--- src/sv/lpg_pkg.sv ---
package lpg_pkg;

  localparam int COORD_BITS = 12;
  localparam int PIX_W      = 12;
  localparam int FW_W       = 12;
  localparam int ADDR_W     = 24;
  localparam int COLOR_W    = 32;
  localparam int ERR_W      = COORD_BITS + 3;
  localparam int IN_DATA_W  = 4 * PIX_W + COLOR_W;
  localparam int OUT_DATA_W = ADDR_W + 2 * PIX_W + COLOR_W;

  localparam logic [FW_W-1:0] FW_RESET = FW_W'(640);

  typedef enum logic {
    FUNC_START   = 1'b0,
    FUNC_ADVANCE = 1'b1
  } func_t;

  typedef logic [COORD_BITS-1:0] coord_t;

  typedef struct packed {
    logic                vld;
    coord_t              x;
    coord_t              y;
    logic [COLOR_W-1:0]  color;
    logic                last;
  } pix_t;

  function automatic coord_t step_coord(input coord_t c, input logic neg);
    coord_t r;
    r = neg ? c - coord_t'(1) : c + coord_t'(1);
    return r;
  endfunction

endpackage

--- src/sv/line_pixel_generator.sv ---
// The input transfer updates the line state and fills the middle register; the
// address multiply then fills the output register. Throughput: one item per
// cycle unless the output stalls; the 12x12 address multiply sets the clock path.
// Reset (rst_n low, synchronous): no line is active, both pipeline stages are empty
// and frame_width returns to 640.
module line_pixel_generator (
  input  logic                            clk,
  input  logic                            rst_n,
  input  logic                            in_tvalid,
  output logic                            in_tready,
  // start_x, start_y, end_x, end_y, line_color
  input  logic [lpg_pkg::IN_DATA_W-1:0]   in_tdata,
  // func
  input  logic                            in_tuser,
  output logic                            out_tvalid,
  input  logic                            out_tready,
  // pixel_address, pixel_x, pixel_y, pixel_color
  output logic [lpg_pkg::OUT_DATA_W-1:0]  out_tdata,
  // pixel_valid
  output logic                            out_tuser,
  output logic                            out_tlast,
  input  logic                            cfg_valid,
  output logic                            cfg_ready,
  input  logic [lpg_pkg::FW_W-1:0]        cfg_data
);
  import lpg_pkg::*;

  logic [FW_W-1:0]   fw_r;
  coord_t            col_r, col_nxt;
  coord_t            row_r, row_nxt;
  coord_t            adx_r, adx_nxt;
  coord_t            ady_r, ady_nxt;
  logic [ERR_W-1:0]  err_r, err_nxt;
  coord_t            steps_r, steps_nxt;
  logic              col_neg_r, col_neg_nxt;
  logic              row_neg_r, row_neg_nxt;
  logic              major_col_r, major_col_nxt;
  logic [COLOR_W-1:0] color_r, color_nxt;
  logic              busy_r, busy_nxt;

  logic              mid_vld_r;
  pix_t              mid_pix_r, mid_pix_nxt;
  logic              out_vld_r;
  pix_t              out_pix_r;
  logic [ADDR_W-1:0] out_addr_r, addr_nxt;

  logic              accept, out_adv, mid_adv;
  coord_t            sx, sy, ex, ey;
  logic              s_col_neg, s_row_neg, s_major_col;
  coord_t            s_adx, s_ady, s_major, s_minor;
  logic [ERR_W-1:0]  s_err;
  coord_t            a_major, a_minor, col_adv, row_adv, steps_adv;
  logic              minor_step;
  logic [ERR_W-1:0]  err_adv;
  logic [COORD_BITS+FW_W-1:0] prod;

  assign out_adv   = !out_vld_r || out_tready;
  assign mid_adv   = !mid_vld_r || out_adv;
  assign in_tready = mid_adv;
  assign accept    = in_tvalid && in_tready;
  assign cfg_ready = 1'b1;

  assign sx = COORD_BITS'(in_tdata[PIX_W-1:0]);
  assign sy = COORD_BITS'(in_tdata[2*PIX_W-1:PIX_W]);
  assign ex = COORD_BITS'(in_tdata[3*PIX_W-1:2*PIX_W]);
  assign ey = COORD_BITS'(in_tdata[4*PIX_W-1:3*PIX_W]);

  always_comb begin
    s_col_neg   = ex < sx;
    s_row_neg   = ey < sy;
    s_adx       = s_col_neg ? sx - ex : ex - sx;
    s_ady       = s_row_neg ? sy - ey : ey - sy;
    s_major_col = s_adx > s_ady;
    s_major     = s_major_col ? s_adx : s_ady;
    s_minor     = s_major_col ? s_ady : s_adx;
    s_err       = ERR_W'({s_minor, 1'b0}) - ERR_W'(s_major);

    a_major    = major_col_r ? adx_r : ady_r;
    a_minor    = major_col_r ? ady_r : adx_r;
    minor_step = !err_r[ERR_W-1];
    err_adv    = minor_step ?
                 err_r + ERR_W'({a_minor, 1'b0}) - ERR_W'({a_major, 1'b0}) :
                 err_r + ERR_W'({a_minor, 1'b0});
    col_adv    = (major_col_r || minor_step) ? step_coord(col_r, col_neg_r) : col_r;
    row_adv    = (!major_col_r || minor_step) ? step_coord(row_r, row_neg_r) : row_r;
    steps_adv  = steps_r - coord_t'(1);

    col_nxt       = col_r;
    row_nxt       = row_r;
    adx_nxt       = adx_r;
    ady_nxt       = ady_r;
    err_nxt       = err_r;
    steps_nxt     = steps_r;
    col_neg_nxt   = col_neg_r;
    row_neg_nxt   = row_neg_r;
    major_col_nxt = major_col_r;
    color_nxt     = color_r;
    busy_nxt      = busy_r;
    mid_pix_nxt   = '0;

    if (accept) begin
      if (func_t'(in_tuser) == FUNC_START) begin
        col_nxt       = sx;
        row_nxt       = sy;
        adx_nxt       = s_adx;
        ady_nxt       = s_ady;
        err_nxt       = s_err;
        steps_nxt     = s_major;
        col_neg_nxt   = s_col_neg;
        row_neg_nxt   = s_row_neg;
        major_col_nxt = s_major_col;
        color_nxt     = in_tdata[IN_DATA_W-1:4*PIX_W];
        busy_nxt      = s_major != '0;
        mid_pix_nxt   = '{vld: 1'b1, x: sx, y: sy,
                          color: in_tdata[IN_DATA_W-1:4*PIX_W], last: s_major == '0};
      end else if (busy_r) begin
        col_nxt     = col_adv;
        row_nxt     = row_adv;
        err_nxt     = err_adv;
        steps_nxt   = steps_adv;
        busy_nxt    = steps_adv != '0;
        mid_pix_nxt = '{vld: 1'b1, x: col_adv, y: row_adv,
                        color: color_r, last: steps_adv == '0};
      end
    end

    prod     = (COORD_BITS+FW_W)'(mid_pix_r.y) * (COORD_BITS+FW_W)'(fw_r);
    addr_nxt = ADDR_W'(prod) + ADDR_W'(mid_pix_r.x);
  end

  always_ff @(posedge clk) begin
    if (!rst_n) begin
      fw_r        <= FW_RESET;
      col_r       <= '0;
      row_r       <= '0;
      adx_r       <= '0;
      ady_r       <= '0;
      err_r       <= '0;
      steps_r     <= '0;
      col_neg_r   <= 1'b0;
      row_neg_r   <= 1'b0;
      major_col_r <= 1'b0;
      color_r     <= '0;
      busy_r      <= 1'b0;
      mid_vld_r   <= 1'b0;
      out_vld_r   <= 1'b0;
    end else begin
      if (cfg_valid && cfg_ready) begin
        fw_r <= cfg_data;
      end
      col_r       <= col_nxt;
      row_r       <= row_nxt;
      adx_r       <= adx_nxt;
      ady_r       <= ady_nxt;
      err_r       <= err_nxt;
      steps_r     <= steps_nxt;
      col_neg_r   <= col_neg_nxt;
      row_neg_r   <= row_neg_nxt;
      major_col_r <= major_col_nxt;
      color_r     <= color_nxt;
      busy_r      <= busy_nxt;
      if (mid_adv) begin
        mid_vld_r <= accept;
      end
      if (out_adv) begin
        out_vld_r <= mid_vld_r;
      end
    end
  end

  always_ff @(posedge clk) begin
    if (mid_adv) begin
      mid_pix_r <= mid_pix_nxt;
    end
    if (out_adv && mid_vld_r) begin
      out_pix_r  <= mid_pix_r;
      out_addr_r <= addr_nxt;
    end
  end

  assign out_tvalid = out_vld_r;
  assign out_tuser  = out_pix_r.vld;
  assign out_tlast  = out_pix_r.last;
  assign out_tdata  = {out_pix_r.color, PIX_W'(out_pix_r.y), PIX_W'(out_pix_r.x),
                       out_addr_r};

endmodule

--- config.mk ---
export PLATFORM = sky130hd
export DESIGN_NAME = line_pixel_generator
export DESIGN_NICKNAME = d
export VERILOG_FILES = /design/src/sv/lpg_pkg.sv /design/src/sv/line_pixel_generator.sv
export SDC_FILE = /design/constraint.sdc
export NUM_CORES = 1
export LEC_CHECK = 0
export BUFFER_PORTS_ARGS = -buffer_cell sky130_fd_sc_hd__buf_2
export CAP_MARGIN = 20
export CORE_MARGIN = 5
export CORE_UTILIZATION = 61
export CTS_CLUSTER_SIZE = 12
export DETAILED_ROUTE_END_ITERATION = 10
export GPL_TIMING_DRIVEN = 0
export PLACE_DENSITY_LB_ADDON = 0.1
export SYNTH_ARGS = -nofsm -noshare
export SYNTH_HDL_FRONTEND = slang
export SYNTH_SLANG_ARGS = --single-unit
--- constraint.sdc ---
create_clock -name clk -period 8.7 [get_ports clk]
set_input_delay 1.74 -clock clk [delete_from_list [all_inputs] [get_ports clk]]
set_output_delay 1.74 -clock clk [all_outputs]
set_load 0.005 [all_outputs]
# After elaboration in Yosys (flattened, before gate mapping)
# Index checks and enable logic that the tools add are counted.
[totals] register_bits=265 input_bits=98
[op_classes] n_lt_le_gt_ge=3 bitwise_logic=1 n_reduce_logical=16 n_eq_ne=1 multipliers=1 mux=23 addsub=13
[op_table] cell="$mux 12" n=16
[op_table] cell="$mux 58" n=2
[op_table] cell="$sub 12x12->12" n=4
[op_table] cell="$mux 15" n=3
[op_table] cell="$sub 12x1->12 const B" n=3
[op_table] cell="$add 12x1->12 const B" n=2
[op_table] cell="$add 24x12->24" n=1
[op_table] cell="$logic_not 12->1" n=2
[op_table] cell="$lt 12x12->1" n=2
[op_table] cell="$mul 12x12->24" n=1
[op_table] cell="$reduce_bool 12->1" n=2
[op_table] cell="$add 15x13->15" n=1
[op_table] cell="$sub 15x13->15" n=1
[op_table] cell="$sub 13x12->14" n=1
[op_table] cell="$gt 12x12->1" n=1
[op_table] cell="$logic_not 1->1" n=4
[op_table] cell="$logic_or 1x1->1" n=4
[op_table] cell="$reduce_and 2->1" n=2
[op_table] cell="$logic_and 1x1->1" n=2
[op_table] cell="$mux 1" n=2
[op_table] cell="$ne 2x1->1 const B" n=1
[op_table] cell="$not 1->1" n=1

# Logic depth before layout (Yosys ltp)
[logic_depth] word_depth=6 depth_mapped=33 ltp_nobuf=30

# Least setup slack after synthesis
# No wires, ideal clock.
[synth_timing] path_type="input-to-reg" from="input in_tdata[24] (netlist name)" to="register err_r[12]" arrival_time_ns=7.803 n_path_buf=2 stages=30 setup_slack_ns=0.817 required_time_ns=8.621 setup_ns=0.079 path_cell_list="inv_1 ha_1 inv_1 fa_1 a21oi_4 o221ai_2 a2111oi_4 nor2_4 mux2_4 a311oi_2 xnor2_1 ha_1 nand4_1 a211o_1 a31oi_4 clkbuf_1 buf_1 mux2i_1 inv_1 fa_1 nor2b_1 o21ai_0 a21boi_0 o21ai_0 a21oi_1 o21ai_0 nand2_1 a21oi_1 xor2_1 a211oi_2"
[synth_via] elab_chain_len=6
[synth_lines] item="start, declared" line_no="line_pixel_generator.sv:12" source="input logic [lpg_pkg::IN_DATA_W-1:0] in_tdata,"
[synth_lines] item="$sub 12x12->12 or $lt 12x12->1 (tied branches)" line_no="line_pixel_generator.sv:71, line_pixel_generator.sv:69"
[synth_lines] item="$mux 12 (*)" line_no="line_pixel_generator.sv:71" source="s_adx = s_col_neg ? sx - ex : ex - sx;"
[synth_lines] item="named net s_adx[11]" line_no="line_pixel_generator.sv:50" source="coord_t s_adx, s_ady, s_major, s_minor;"
[synth_lines] item="$gt 12x12->1" line_no="line_pixel_generator.sv:73" source="s_major_col = s_adx > s_ady;"
[synth_lines] item="$mux 12, on equally long branches" line_no="line_pixel_generator.sv:75, line_pixel_generator.sv:74"
[synth_lines] item="$sub 13x12->14 (*)" line_no="line_pixel_generator.sv:76" source="s_err = ERR_W'({s_minor, 1'b0}) - ERR_W'(s_major);"
[synth_lines] item="$mux 15 (*)" line_no="line_pixel_generator.sv:102" source="if (func_t'(in_tuser) == FUNC_START) begin"
[synth_lines] item="end signal, assigned" line_no="line_pixel_generator.sv:155" source="err_r <= err_nxt;"
[synth_lines] item="end, declared" line_no="line_pixel_generator.sv:33" source="logic [ERR_W-1:0] err_r, err_nxt;"
# The timed path passes the listed nets; every way through them passes the cells marked *.
# A chain may end at the register's enable or synchronous reset.

# Worst setup path after layout
[layout_timing] from="input in_tdata[24] (netlist name)" to="register err_r[14]"
# Same word-level chain as after synthesis.

==> results by group <==
GRT
  • Initial antenna violation count: 1
  • Total GRT Usage: 29.0%
  • Vias in the first global route: 16500
  • First-pass GRT wire length: 84.8 mm
  • Largest net degree at the start of global routing: 38
  • GR Overflow Total: 0

STA
  • Max frequency: 120 MHz
  • RSZ-0062 raised after global routing: false
  • Final hold vios: 0
  • Worst hold slack: 0.414 ns
  • Layout Skew: 0.0128 ns
  • Max_slew headroom: 39.9%
  • Setup TNS: 0 ns
  • Final slew viol count: 0
  • Worst slew pin tran: 0.901 ns
  • Final setup viols: 0
  • Fin crit share: 95.9%
  • Tmin final: 8.35 ns

Worst setup path
  • Crit path capture type: register
  • Slowest cell on the critical path: xor2_1
  • Critical Path RT: 9.13 ns
  • Largest stage delay on the critical path: 0.54 ns
  • Reg2reg end: out_addr_r[23]
  • Worst r2r src: mid_pix_r[41]
  • Crit path buf inv count: 7
  • Worst Setup EP: err_r[14]
  • Critical path startpoint category: input port
  • Reg2reg path depth: 21
  • Data arrival time of the critical path: 8.78 ns
  • Max Fanout on Critical Path: 10
  • WS Path Type: input port to register
  • R2R setup slack: 1.99 ns
  • Crit path depth: 30
  • Cell family with most CP delay: compound AO/OA/AOI/OAI gates
  • Worst Setup SP: in_tdata[24]

CTS
  • Worst skew pair latency: 0.57 ns
  • Reg clk slew, reported paths: 0.06 ns
  • H-tree Lvls: 1
  • TritonCTS clock tree: yes
  • Cts hold-fix bufs: 0
  • TritonCTS buffer count: 29
  • CTS root buf: clkbuf_16
  • Post-CTS setup buffers: 0
  • Maximum root-to-sink buffer count: 3
  • Num Clock Sinks: 264

Finish
  • Seq. cell area: 6690 um2
  • Multi-input logic area: 12200 um2
  • # nets final: 2801
  • Layout area overhead: 12.0%
  • Share of layout cells above drive strength 1: 11.7%
  • Fillers: 2684

Floorplan
  • Core ar.: 32500 um2
  • DIE AREA: 36800 um2
  • Standard-cell rows: 66
  • Floorplan die width: 192 um
  • Num ports: 183
  • Die Y: 192 um
  • Starting Density: 61.9%

Pwr
  • Power density over cell area: 204 nW/um2
  • Pint: 2830 uW
  • Net Sw Frac: 38.4%
  • Peak VDD IR: 210 uV
  • Sw power: 1760 uW
  • Leakage: 0.0105 uW
  • Reg power frac: 32.1%
  • Clk network pwr share: 24.9%
  • Comb pwr share: 43.0%

Route
  • # DRC: 0
  • Final ANT Viol Nets: 0
  • Total routed wirelength: 54.3 mm
  • First DRT Iteration DRCs: 1437
  • DR pass1 iterations: 5
  • WL/cell: 19.0 um
  • Vias post-DR: 16800
  • Vias/cell: 5.87

Logic synthesis
  • Asr flop ratio synth: 0%
  • Top-count cell post-synth: nand2_1
  • Synth top cells by count: nand2_1, inv_1, ha_1
  • Synth warn: 0
  • Cells after synthesis: 2184
  • Post-synth top flop: edfxtp_1
  • Count of cell types in the netlist: 82
  • Number of synthesized flops with an enable pin: 140
  • Mean Syn Cell Area: 9.22 um2
  • Syn Nets: 2586
  • Register bit total from synthesis: 264
  • Register area share after synthesis: 33.2%
  • Synth area leaders: edfxtp_1, dfxtp_1, fa_1
  • Share of the synthesized area in the top cell type: 20.9%
  • Synthesized area: 20100 um2
  • Top cell type by total area after synthesis: edfxtp_1

Run
  • Max_cap viols: 0

Min path
  • Hold WC Path Type: register to register

Outcome
  • Status: complete, no violations

Placed design
  • Detail Placement HPWL: 43.1 mm
  • RD Place Congestion: 0.989
  • PortBufs: 181
## placed cells by master, fill, tap and decap left out, drive strengths merged, types with 120 or more instances in the layout
master,instances
fa,120
buf,198
nand2,304
dfxtp,124
ha,184
edfxtp,140
nor2,152
clkbuf,122
a21oi,185
inv,238
## power groups by stage
| stage | clock [uW] | combinational (uW) | sequential [uW] |
|---|---|---|---|
| after floorplan | 0 | 1430 | 1490 |
| after global placement | 0 | 1850 | 1500 |
| after detailed placement | 0 | 1910 | 1500 |
| after CTS | 1160 | 1920 | 1470 |
| after global routing | 1210 | 2150 | 1480 |
| final | 1150 | 1980 | 1470 |
## metal layers
metal | wire length (um) | part of all wire [%] | track usage [%]
met3 | 3960 | 7.3 | 4.09
met2 | 25800 | 48 | 48.9
met5 | 0 | 0 | 0
met1 | 22200 | 41 | 37.7
met4 | 2240 | 4.1 | 11.5
## area by class of cell
cell class	instances	share of cell area [%]
multi-input cells	1591	54.2
flip-flops and latches	264	29.6
repair buffers	184	4.28
inverters	235	3.91
clock buffers	42	3.48
well taps	442	2.45
plain buffers	94	1.73
clock inverters	11	0.355
diodes	1	0.0111
## what timing repair did
item / CTS / global route
resized for setup: 1 / 8
endpoints found under the setup margin: 1 / 9
cloned: 0 / 0
## how the worst min path moves through the flow
stage                          to     startpoint  slack (ns)  cells after the start
global placement    out_tdata[56]   mid_pix_r[9]        0.40                      0
CTS                 out_tdata[57]  mid_pix_r[10]        0.42                      0
detailed placement  out_tdata[51]   mid_pix_r[4]        0.40                      0
finish              out_tdata[57]  mid_pix_r[10]        0.41                      0
floorplan           out_tdata[48]   mid_pix_r[1]        0.40                      0
global route        out_tdata[62]  mid_pix_r[15]        0.43                      0
## cell families (layout without fill, tap and decap cells)
logic type               Yosys count  after routing  share of synthesized area, %
AO/OA/AOI/OAI                    471            471                          14.9
XOR/XNOR                          97             97                          4.25
adder cells (fa/ha/maj)          304            304                          23.4
buffers and inverters            329            566                          6.30
flip-flops                       264            264                          33.2
multiplexers                      73             73                          3.80
other                              1              2                        0.0186
AND/OR/NAND/NOR                  645            645                          14.2
## per-stage QoR
stage	utilization, %	instance area, um2	power, uW	worst slack (ns)	instances
final	69.4	22600	4600	0.353	2864
after floorplan	-	20100	2910	0.817	2184
after CTS	69.3	22500	4550	0.0908	2863
after detailed placement	66.6	21700	3410	-0.688	2810
after global routing	69.4	22600	4840	0.0371	2864
after global placement	66.4	21600	3350	-0.544	2807
## flip-flops by register name, indices dropped and copies added, names as in the netlist, 14 cells and up
name and flops:
mid_pix_r 58, out_tdata 56, color_r 32, out_addr_r 24
err_r 14
No activity file was read; power rests on OpenSTA's default activity.
